[src/sv/fbpa_pkg.sv]
// fbpa_pkg: shared types, constants and codes for the fixed block pool allocator
// used by the allocator core, its link store and its checker
package fbpa_pkg;

    localparam int MAX_CHUNKS = 256;
    localparam int IDX_W      = $clog2(MAX_CHUNKS);
    localparam int LINK_W     = IDX_W + 1;
    localparam int COUNT_W    = 9;
    localparam int SIZE_W     = 16;
    localparam int ADDR_W     = 32;
    localparam int PROD_W     = IDX_W + SIZE_W;
    localparam int CFG_IDX_W  = 2;
    localparam int CFG_DATA_W = 32;

    localparam logic [COUNT_W-1:0] COUNT_MAX      = '1;
    localparam logic [COUNT_W-1:0] COUNT_CHUNKS   = COUNT_W'(MAX_CHUNKS);
    localparam logic [SIZE_W-1:0]  RESET_CHUNK_SZ = SIZE_W'(64);

    localparam logic FUNC_ALLOC = 1'b0;
    localparam logic FUNC_FREE  = 1'b1;

    typedef enum logic [1:0] {
        STATUS_ALLOC     = 2'd0,
        STATUS_FREED     = 2'd1,
        STATUS_TOO_LARGE = 2'd2,
        STATUS_EMPTY     = 2'd3
    } status_t;

    typedef enum logic [CFG_IDX_W-1:0] {
        CFG_BASE_ADDRESS = 2'd0,
        CFG_CHUNK_SIZE   = 2'd1,
        CFG_NUM_CHUNKS   = 2'd2,
        CFG_UNUSED       = 2'd3
    } cfg_index_t;

    typedef struct packed {
        logic              func;
        logic [SIZE_W-1:0] request_size;
        logic [7:0]        free_index;
    } req_t;

    typedef struct packed {
        logic [1:0]         status;
        logic [7:0]         chunk_index;
        logic [ADDR_W-1:0]  chunk_address;
        logic [COUNT_W-1:0] free_left;
    } rsp_t;

    typedef struct packed {
        logic              rd_en;
        logic [IDX_W-1:0]  rd_addr;
        logic              wr_en;
        logic [IDX_W-1:0]  wr_addr;
        logic [LINK_W-1:0] wr_data;
        logic              clear;
    } link_ctrl_t;

endpackage

[src/sv/fbpa_ram.sv]
// fbpa_ram: generic single-write, single-read ram with registered read data
// no dependencies
module fbpa_ram #(
    parameter int WIDTH = 8,
    parameter int DEPTH = 256
) (
    input  logic                     clk,
    input  logic                     we,
    input  logic [$clog2(DEPTH)-1:0] waddr,
    input  logic [WIDTH-1:0]         wdata,
    input  logic                     re,
    input  logic [$clog2(DEPTH)-1:0] raddr,
    output logic [WIDTH-1:0]         rdata
);

    logic [WIDTH-1:0] mem_reg [DEPTH];
    logic [WIDTH-1:0] rdata_reg;

    always_ff @(posedge clk)
    begin
        if (we)
        begin
            mem_reg[waddr] <= wdata;
        end
        if (re)
        begin
            rdata_reg <= mem_reg[raddr];
        end
    end

    assign rdata = rdata_reg;

endmodule

[src/sv/fbpa_link_store.sv]
// fbpa_link_store: next-link store of the free list, ram plus per-entry valid bits
// an entry never written since rebuild reads as its index plus one; uses fbpa_pkg, fbpa_ram
module fbpa_link_store
    import fbpa_pkg::*;
(
    input  logic              clk,
    input  logic              rst_n,
    input  link_ctrl_t        ctrl,
    output logic [LINK_W-1:0] rd_link
);

    logic [MAX_CHUNKS-1:0] valid_reg;
    logic [MAX_CHUNKS-1:0] valid_next;
    logic                  rd_valid_reg;
    logic [IDX_W-1:0]      rd_addr_reg;
    logic [LINK_W-1:0]     ram_rdata;

    fbpa_ram #(
        .WIDTH (LINK_W),
        .DEPTH (MAX_CHUNKS)
    ) u_ram (
        .clk   (clk),
        .we    (ctrl.wr_en),
        .waddr (ctrl.wr_addr),
        .wdata (ctrl.wr_data),
        .re    (ctrl.rd_en),
        .raddr (ctrl.rd_addr),
        .rdata (ram_rdata)
    );

    always_comb
    begin
        valid_next = valid_reg;
        if (ctrl.clear)
        begin
            valid_next = '0;
        end
        else if (ctrl.wr_en)
        begin
            valid_next[ctrl.wr_addr] = 1'b1;
        end
    end

    always_ff @(posedge clk or negedge rst_n)
    begin
        if (!rst_n)
        begin
            valid_reg    <= '0;
            rd_valid_reg <= 1'b0;
        end
        else
        begin
            valid_reg <= valid_next;
            if (ctrl.rd_en)
            begin
                rd_valid_reg <= valid_reg[ctrl.rd_addr];
            end
        end
    end

    always_ff @(posedge clk)
    begin
        if (ctrl.rd_en)
        begin
            rd_addr_reg <= ctrl.rd_addr;
        end
    end

    assign rd_link = rd_valid_reg ? ram_rdata : ({1'b0, rd_addr_reg} + LINK_W'(1));

endmodule

[src/sv/fixed_block_pool_allocator_core.sv]
// fixed_block_pool_allocator_core: lifo free-list allocator of equal-sized chunks
// uses fbpa_pkg and fbpa_link_store (which holds fbpa_ram)
//
//  channel  direction  handshake             payload
//  req      in         req_valid/req_ready   req_t  (func, request_size, free_index)
//  rsp      out        rsp_valid/rsp_ready   rsp_t  (status, chunk_index, chunk_address, free_left)
//  cfg      in         cfg_we                cfg_index, cfg_data
//
// each transaction reads the head's next link from the link ram as it is taken, then in ST_EXEC
// updates head, count and link ram and loads the result register.
// a new transaction is taken once the previous one is done and the result slot is free
// or being emptied in that cycle; a stalled result holds in the output register.
// reset needs no clearing pass: per-entry valid bits give the rebuilt links at once.
module fixed_block_pool_allocator_core
    import fbpa_pkg::*;
(
    input  logic                  clk,
    input  logic                  rst_n,
    input  logic                  req_valid,
    output logic                  req_ready,
    input  req_t                  req,
    output logic                  rsp_valid,
    input  logic                  rsp_ready,
    output rsp_t                  rsp,
    input  logic                  cfg_we,
    input  logic [CFG_IDX_W-1:0]  cfg_index,
    input  logic [CFG_DATA_W-1:0] cfg_data
);

    typedef enum logic [1:0] {
        ST_IDLE = 2'b01,
        ST_EXEC = 2'b10
    } state_t;

    state_t             state_reg,     state_next;
    req_t               req_reg;
    logic [PROD_W-1:0]  prod_reg;
    logic [LINK_W-1:0]  head_reg,      head_next;
    logic [COUNT_W-1:0] count_reg,     count_next;
    logic [ADDR_W-1:0]  base_reg,      base_next;
    logic [SIZE_W-1:0]  size_reg,      size_next;
    rsp_t               rsp_reg,       rsp_next;
    logic               rsp_valid_reg, rsp_valid_next;

    logic               req_fire;
    logic [IDX_W-1:0]   idx_sel;
    logic [LINK_W-1:0]  rd_link;
    logic [ADDR_W-1:0]  addr_sum;
    logic [COUNT_W-1:0] num_sat;
    link_ctrl_t         link_ctrl;

    assign req_ready = (state_reg == ST_IDLE) && (!rsp_valid_reg || rsp_ready);
    assign req_fire  = req_valid && req_ready;
    assign idx_sel   = (req.func == FUNC_FREE) ? req.free_index : head_reg[IDX_W-1:0];
    assign addr_sum  = base_reg + ADDR_W'(prod_reg);
    assign num_sat   = (cfg_data[COUNT_W-1:0] > COUNT_CHUNKS) ? COUNT_CHUNKS
                                                               : cfg_data[COUNT_W-1:0];

    fbpa_link_store u_link_store (
        .clk     (clk),
        .rst_n   (rst_n),
        .ctrl    (link_ctrl),
        .rd_link (rd_link)
    );

    always_comb
    begin
        state_next     = state_reg;
        head_next      = head_reg;
        count_next     = count_reg;
        base_next      = base_reg;
        size_next      = size_reg;
        rsp_next       = rsp_reg;
        rsp_valid_next = rsp_valid_reg;

        link_ctrl         = '0;
        link_ctrl.rd_en   = req_fire;
        link_ctrl.rd_addr = head_reg[IDX_W-1:0];
        link_ctrl.wr_addr = req_reg.free_index;
        link_ctrl.wr_data = head_reg;

        if (rsp_valid_reg && rsp_ready)
        begin
            rsp_valid_next = 1'b0;
        end

        unique case (state_reg)
            ST_IDLE:
            begin
                if (req_fire)
                begin
                    state_next = ST_EXEC;
                end
            end
            ST_EXEC:
            begin
                state_next          = ST_IDLE;
                rsp_valid_next      = 1'b1;
                rsp_next.chunk_index   = '0;
                rsp_next.chunk_address = '0;
                if (req_reg.func == FUNC_FREE)
                begin
                    link_ctrl.wr_en        = 1'b1;
                    head_next              = {1'b0, req_reg.free_index};
                    count_next             = (count_reg < COUNT_MAX) ? count_reg + 1'b1
                                                                     : count_reg;
                    rsp_next.status        = STATUS_FREED;
                    rsp_next.chunk_index   = req_reg.free_index;
                    rsp_next.chunk_address = addr_sum;
                end
                else
                begin
                    priority if (req_reg.request_size > size_reg)
                    begin
                        rsp_next.status = STATUS_TOO_LARGE;
                    end
                    else if (count_reg == '0 || head_reg[LINK_W-1])
                    begin
                        rsp_next.status = STATUS_EMPTY;
                    end
                    else
                    begin
                        head_next              = rd_link;
                        count_next             = count_reg - 1'b1;
                        rsp_next.status        = STATUS_ALLOC;
                        rsp_next.chunk_index   = head_reg[IDX_W-1:0];
                        rsp_next.chunk_address = addr_sum;
                    end
                end
                rsp_next.free_left = count_next;
            end
            default:
            begin
                state_next = ST_IDLE;
            end
        endcase

        if (cfg_we)
        begin
            unique case (cfg_index_t'(cfg_index))
                CFG_BASE_ADDRESS: base_next = cfg_data[ADDR_W-1:0];
                CFG_CHUNK_SIZE:   size_next = cfg_data[SIZE_W-1:0];
                CFG_NUM_CHUNKS:
                begin
                    link_ctrl.clear = 1'b1;
                    head_next       = '0;
                    count_next      = num_sat;
                end
                CFG_UNUSED:
                begin
                end
            endcase
        end
    end

    always_ff @(posedge clk or negedge rst_n)
    begin
        if (!rst_n)
        begin
            state_reg     <= ST_IDLE;
            head_reg      <= '0;
            count_reg     <= COUNT_CHUNKS;
            base_reg      <= '0;
            size_reg      <= RESET_CHUNK_SZ;
            rsp_valid_reg <= 1'b0;
        end
        else
        begin
            state_reg     <= state_next;
            head_reg      <= head_next;
            count_reg     <= count_next;
            base_reg      <= base_next;
            size_reg      <= size_next;
            rsp_valid_reg <= rsp_valid_next;
        end
    end

    always_ff @(posedge clk)
    begin
        rsp_reg <= rsp_next;
        if (req_fire)
        begin
            req_reg  <= req;
            prod_reg <= idx_sel * size_reg;
        end
    end

    assign rsp_valid = rsp_valid_reg;
    assign rsp       = rsp_reg;

endmodule

[config.mk]
export PLATFORM = sky130hd
export DESIGN_NAME = fixed_block_pool_allocator_core
export DESIGN_NICKNAME = d
export VERILOG_FILES = /design/src/sv/fbpa_pkg.sv /design/src/sv/fbpa_ram.sv /design/src/sv/fbpa_link_store.sv /design/src/sv/fixed_block_pool_allocator_core.sv
export SDC_FILE = /design/constraint.sdc
export NUM_CORES = 2
export LEC_CHECK = 0
export BUFFER_PORTS_ARGS = -buffer_cell sky130_fd_sc_hd__clkbuf_2
export CORE_MARGIN = 2
export CORE_UTILIZATION = 59
export CTS_BUF_LIST = sky130_fd_sc_hd__clkbuf_4
export DETAILED_ROUTE_END_ITERATION = 7
export PLACE_DENSITY_LB_ADDON = 0.3
export SLEW_MARGIN = 20
export SYNTH_ARGS = -nofsm -noshare
export SYNTH_HDL_FRONTEND = slang
export SYNTH_SLANG_ARGS = --single-unit
[constraint.sdc]
create_clock -name clk -period 8.5 [get_ports clk]
set_input_delay 1.275 -clock clk [delete_from_list [all_inputs] [get_ports clk]]
set_output_delay 1.275 -clock clk [all_outputs]
set_load 0.005 [all_outputs]
After elaboration in Yosys (flattened, before gate mapping)
Memories as Yosys holds them, arrays and structs flattened. A register that Yosys moved wholly into a read port is not among the register bits.
Index checks and enable logic that the tools add are counted.

storage, ports and cells
  RAM bits = 2304
  memories = 1
  register bits = 434
  input port bits = 64
  output and inout port bits = 53

memory list
  name                        depth  width  rd ports  clocked after memory_dff  write ports  RTL line        RTL
  u_link_store.u_ram.mem_reg  256    9      1         1                         1            fbpa_ram.sv:16  logic [WIDTH-1:0] mem_reg [DEPTH];

operators by class
  multiplexer cells = 37
  $lt $le $gt $ge = 6
  add/sub/neg operators = 4
  $mul = 1
  bitwise gates (word level) = 1
  equal/unequal tests = 5
  reduce and logical (&&, ||, !) cells = 13

operators by type and width
  kind                                                               number
  two-way mux 256 bit                                                2
  OR 256 bit                                                         1
  two-way mux 9 bit                                                  15
  two-way mux 40 bit                                                 3
  adder 32 x 24 -> 32 bit                                            1
  multiplier 8 x 16 -> 24 bit                                        1
  < comparator 8 x 9 -> 1 bit, second input constant                 2
  > comparator 16 bit                                                1
  two-way mux 1 bit                                                  10
  adder 8 x 1 -> 9 bit, second input constant                        1
  adder 9 x 1 -> 9 bit, second input constant                        1
  > comparator 9 bit, second input constant                          1
  logical NOT 9 bit                                                  1
  < comparator 9 bit, second input constant                          1
  subtractor 9 x 1 -> 9 bit, second input constant                   1
  binary-select mux 1 bit (select 8 bit)                             1
  demux 1 bit (select 8 bit)                                         1
  greater-or-equal comparator 8 x 1 -> 1 bit, second input constant  1
  two-way mux 2 bit                                                  4
  two-way mux 8 bit                                                  1
  == test 2 x 1 -> 1 bit, second input constant                      2
  == test 2 bit, second input constant                               2
  logical AND 1 bit                                                  4
  AND reduction 2 bit                                                2
  other kinds (5)                                                    7

Longest topological paths before layout
  depth in word-level cells = 8
  gate-level depth with buffers = 24

Hierarchy
From an unflattened synthesis, not the netlist that was laid out.

unflattened totals
  cells, all modules = 6529
  area, all modules = 113570.2 um2

modules (own cells, without submodules)
  module                           area each (um2)  instances  sequential area each (um2)  cells each
  fbpa_ram                         89368.2          1          69456.6                     4237
  fbpa_link_store                  12130.4          1          6671.4                      1154
  fixed_block_pool_allocator_core  12071.6          1          4733.3                      1138

Least setup slack after synthesis
OpenSTA, ideal clock, no wires.

  kind = reg2reg
  start = register head_reg[1]
  end = register prod_reg[22], data pin
  period minus slack after synthesis = 8.909 ns
  cell stages (with the launch flop) = 24
  data required time = 8.242 ns
  library setup time = 0.258 ns
  data arrival time = 8.651 ns
  setup slack = -0.409 ns
  buffers on the path = 6
  cell sequence = dfrtp_1 > buf_2 > buf_4 > buf_2 > buf_2 > buf_1 > mux2i_1 > clkbuf_1 > nor2_1 > fa_1 > fa_1 > inv_1 > fa_1 > inv_1 > ha_1 > a21oi_1 > and3_1 > o21ai_0 > a221o_1 > a21oi_1 > o21ai_0 > a21o_1 > a21oi_1 > xnor2_1

on the way
  cells in the longest elaborated chain, start to end = 2

RTL lines
  item                         RTL line                                RTL
  start, declared              fixed_block_pool_allocator_core.sv:38   logic [LINK_W-1:0] head_reg, head_next;
  start signal, assigned       fixed_block_pool_allocator_core.sv:170  head_reg <= head_next;
  two-way mux 8 bit            fixed_block_pool_allocator_core.sv:54   assign idx_sel = (req.func == FUNC_FREE) ? req.free_index : head_reg[IDX_W-1:0];
  multiplier 8 x 16 -> 24 bit  fixed_block_pool_allocator_core.sv:184  prod_reg <= idx_sel * size_reg;
  end signal, assigned         fixed_block_pool_allocator_core.sv:184
  end, declared                fixed_block_pool_allocator_core.sv:37   logic [PROD_W-1:0] prod_reg;

Every way passes these cells.
A chain may end at the register's enable or synchronous reset.

Final worst setup path
  start = register head_reg[5]
  end = register prod_reg[22], data pin

The elaborated chain is that of the path after synthesis.

==> reports/results.ini <==
[placement]
placed_area_sq_um = 114000
place_hpwl_mm = 150
port_buffers = 116
place.gp.congestion = 0.878

[layout]
final_cell_mix = edfxtp_1 (2421), clkbuf_4 (1058), nor2_1 (689)
drive_above_1_share = 0.293
area_growth_pct = 11.4
multi_input_area_sq_um = 28200
final_area_sq_um = 123000
nFillCells = 12400
final_common_cell = edfxtp_1
regArea_sq_um = 80900
nNetsFinal = 6735
largest_reg_flops = 2304

[clock_tree]
cts-htree-levels = 6
root_buffer = clkbuf_4
clkTransAtPathRegs_ns = 0.08
hold_buffers = 42
cts_sinks = 2747
cts_setup_buffers = 0
cts-buffers-inserted = 675
cts_resized = 0
clock_latency_ns = 1.45
cts_buffer_depth = 4
tritoncts = built

[sta]
finalCritPeriodShare = 0.689
min_period_ns = 5.85
relSlewSlack = 0.214
rsz0062_at_grt = no
max_clock_freq_mhz = 171
timing.setup.tns_ns = 0
finalMaxSlewViolations = 0
worst_slew_pin_slew_ns = 1.17
hold_viol = 0
final-setup-viol-count = 0
skew_ns = 0.122

[critical_path]
path_class = flip-flop to flip-flop
crit_buf_inv = 4
slowest_stage = dfrtp_4
crit_arrival_ns = 6.99
worst_path_largest_cell_delay_ns = 0.92
crit_fanout = 56
path_delay_family = adder cells
cp-end-kind = flip-flop
path_cells = mux2i_1 -> buf_4 -> nand2b_1 -> fa_1 -> fa_1 -> inv_1 -> fa_1 -> inv_1 -> fa_1 -> inv_1 -> ha_1 -> nand4_1 -> and3_1 -> o21ai_0 -> a221o_1 -> a21oi_1 -> o21ai_0 -> a21o_1 -> a21oi_1 -> xnor2_1
crit_top_cell = fa_1
critical_path_required_ns = 9.63
startpoint_type = flip-flop

[global_routing]
top_usage_layer = met2
grt_util_met1 = 0.390
grt_pass1_vias = 60900
grtUsageMet3 = 0.0783
grt_pass1_wl_mm = 388
overflow = 0
track_usage = 0.276
gr-usage-met2 = 0.415
grt_start_max_net_pins = 259
antenna_found_initial = 5

[hold_path]
hp-class = primary input to flip-flop

[synthesis]
netlist_area_sq_um = 111000
synth.avg_cell_area_sq_um = 18.8
synth-seq-area-share = 0.730
ys_ff_latch = 2747
yosysWarningCount = 0
synth.distinct_cells = 70
synth_edf_count = 2421
synthArstFlopShare = 0.119
synth_cells = 5892
synthesis.nets = 6128
synthFlopType = edfxtp_1

[die]
fp.dieH_um = 437
rows = 159
top_level_ports = 117
die-area_sq_um = 191000
die_x_um = 437
core_area_sq_um = 187000
start_util = 0.592

[status]
outcome = completed

[routing]
wirelength_mm = 262
drt_iter0_drc = 7417
drc = 0
first_pass_iters = 8
vias_per_cell = 6.31
ant_nets = 0
vias = 60200
wl_per_cell_um = 27.5

[power_and_ir_drop]
leakagePower_nw = 42.7
power_density_nw_per_um2 = 306
ir_drop_uv = 271

[job]
drv_cap = 0

[final cells by class]
class	count	share of cell area
clock buffer	1058	0.0643
tap	2495	0.0253
inverter	126	0.00383
multi-input combinational	2691	0.229
sequential	2747	0.655
timing repair buffer	258	0.0161
antenna	5	0.000101
clock inverter	149	0.00647
[layer usage]
metal | vias up | wire length, um
met5 | - | 33
met3 | 535 | 28300
met1 | 30900 | 101000
met2 | 3422 | 123000
li1 | 25300 | -
met4 | 6 | 9130
[Yosys cell counts (40+ instances only)]
master,count,area (sq um)
o21ai_0,48,240
dfrtp_1,323,8080
inv_1,114,428
o21a_1,133,998
nor2_1,715,2680
fa_1,85,1700
a21oi_1,139,696
a22oi_1,165,1240
clkbuf_1,198,743
ha_1,87,1090
a22o_1,78,683
nand2_1,92,345
edfxtp_1,2421,72700
buf_2,89,445
a221oi_1,74,648
mux4_2,636,14300
nand3_1,40,200
mux2_2,51,574
[final timing paths]
check / startpoint / to / slack, ns / cells after the start
setup / recovery: head_reg[5]$_DFF_PN0_ / prod_reg[22]$_DFFE_PP_ / 2.65 / 20
hold / removal: cfg_data[29] / base_reg[29]$_DFFE_PN0P_ / 0.16 / 2
setup reg to reg: head_reg[5]$_DFF_PN0_ / prod_reg[22]$_DFFE_PP_ / 2.65 / 20
hold reg to reg: u_link_store.valid_reg[90]$_DFFE_PN0P_ / u_link_store.valid_reg[90]$_DFFE_PN0P_ / 0.49 / 1
max in group asynchronous: rst_n / u_link_store.valid_reg[131]$_DFFE_PN0P_ / 6.51 / 3
min in group asynchronous: rst_n / base_reg[26]$_DFFE_PN0P_ / 0.48 / 2
[logic make-up after synthesis]
kind of cell / count (synthesis) / share of synthesized area
buf+inv: 454 / 0.0169
fa+ha+maj: 172 / 0.0252
simple gates: 981 / 0.0366
flops: 2747 / 0.730
mux: 717 / 0.137
xor+xnor: 60 / 0.00474
compound gates: 761 / 0.0498
[report_power, final]
group / internal (mW) / switching [mW]
clock: 5.86 / 5.14
sequential: 16.1 / 0.293
combinational: 3.88 / 6.45
[through the flow]
step	cells	hold WS, ns	power [mW]	utilization	worst slack [ns]
after floorplan	5892	0.458	23.7	-	0.0785
after global placement	8274	0.467	26.7	0.610	1.90
after detailed placement	8274	0.476	26.9	0.610	1.91
after CTS	9523	0.000889	37.9	0.659	2.68
after global routing	9528	0.0865	39.4	0.659	2.41
final	9529	0.159	37.7	0.659	2.65
(Power assumes the default switching activity.)
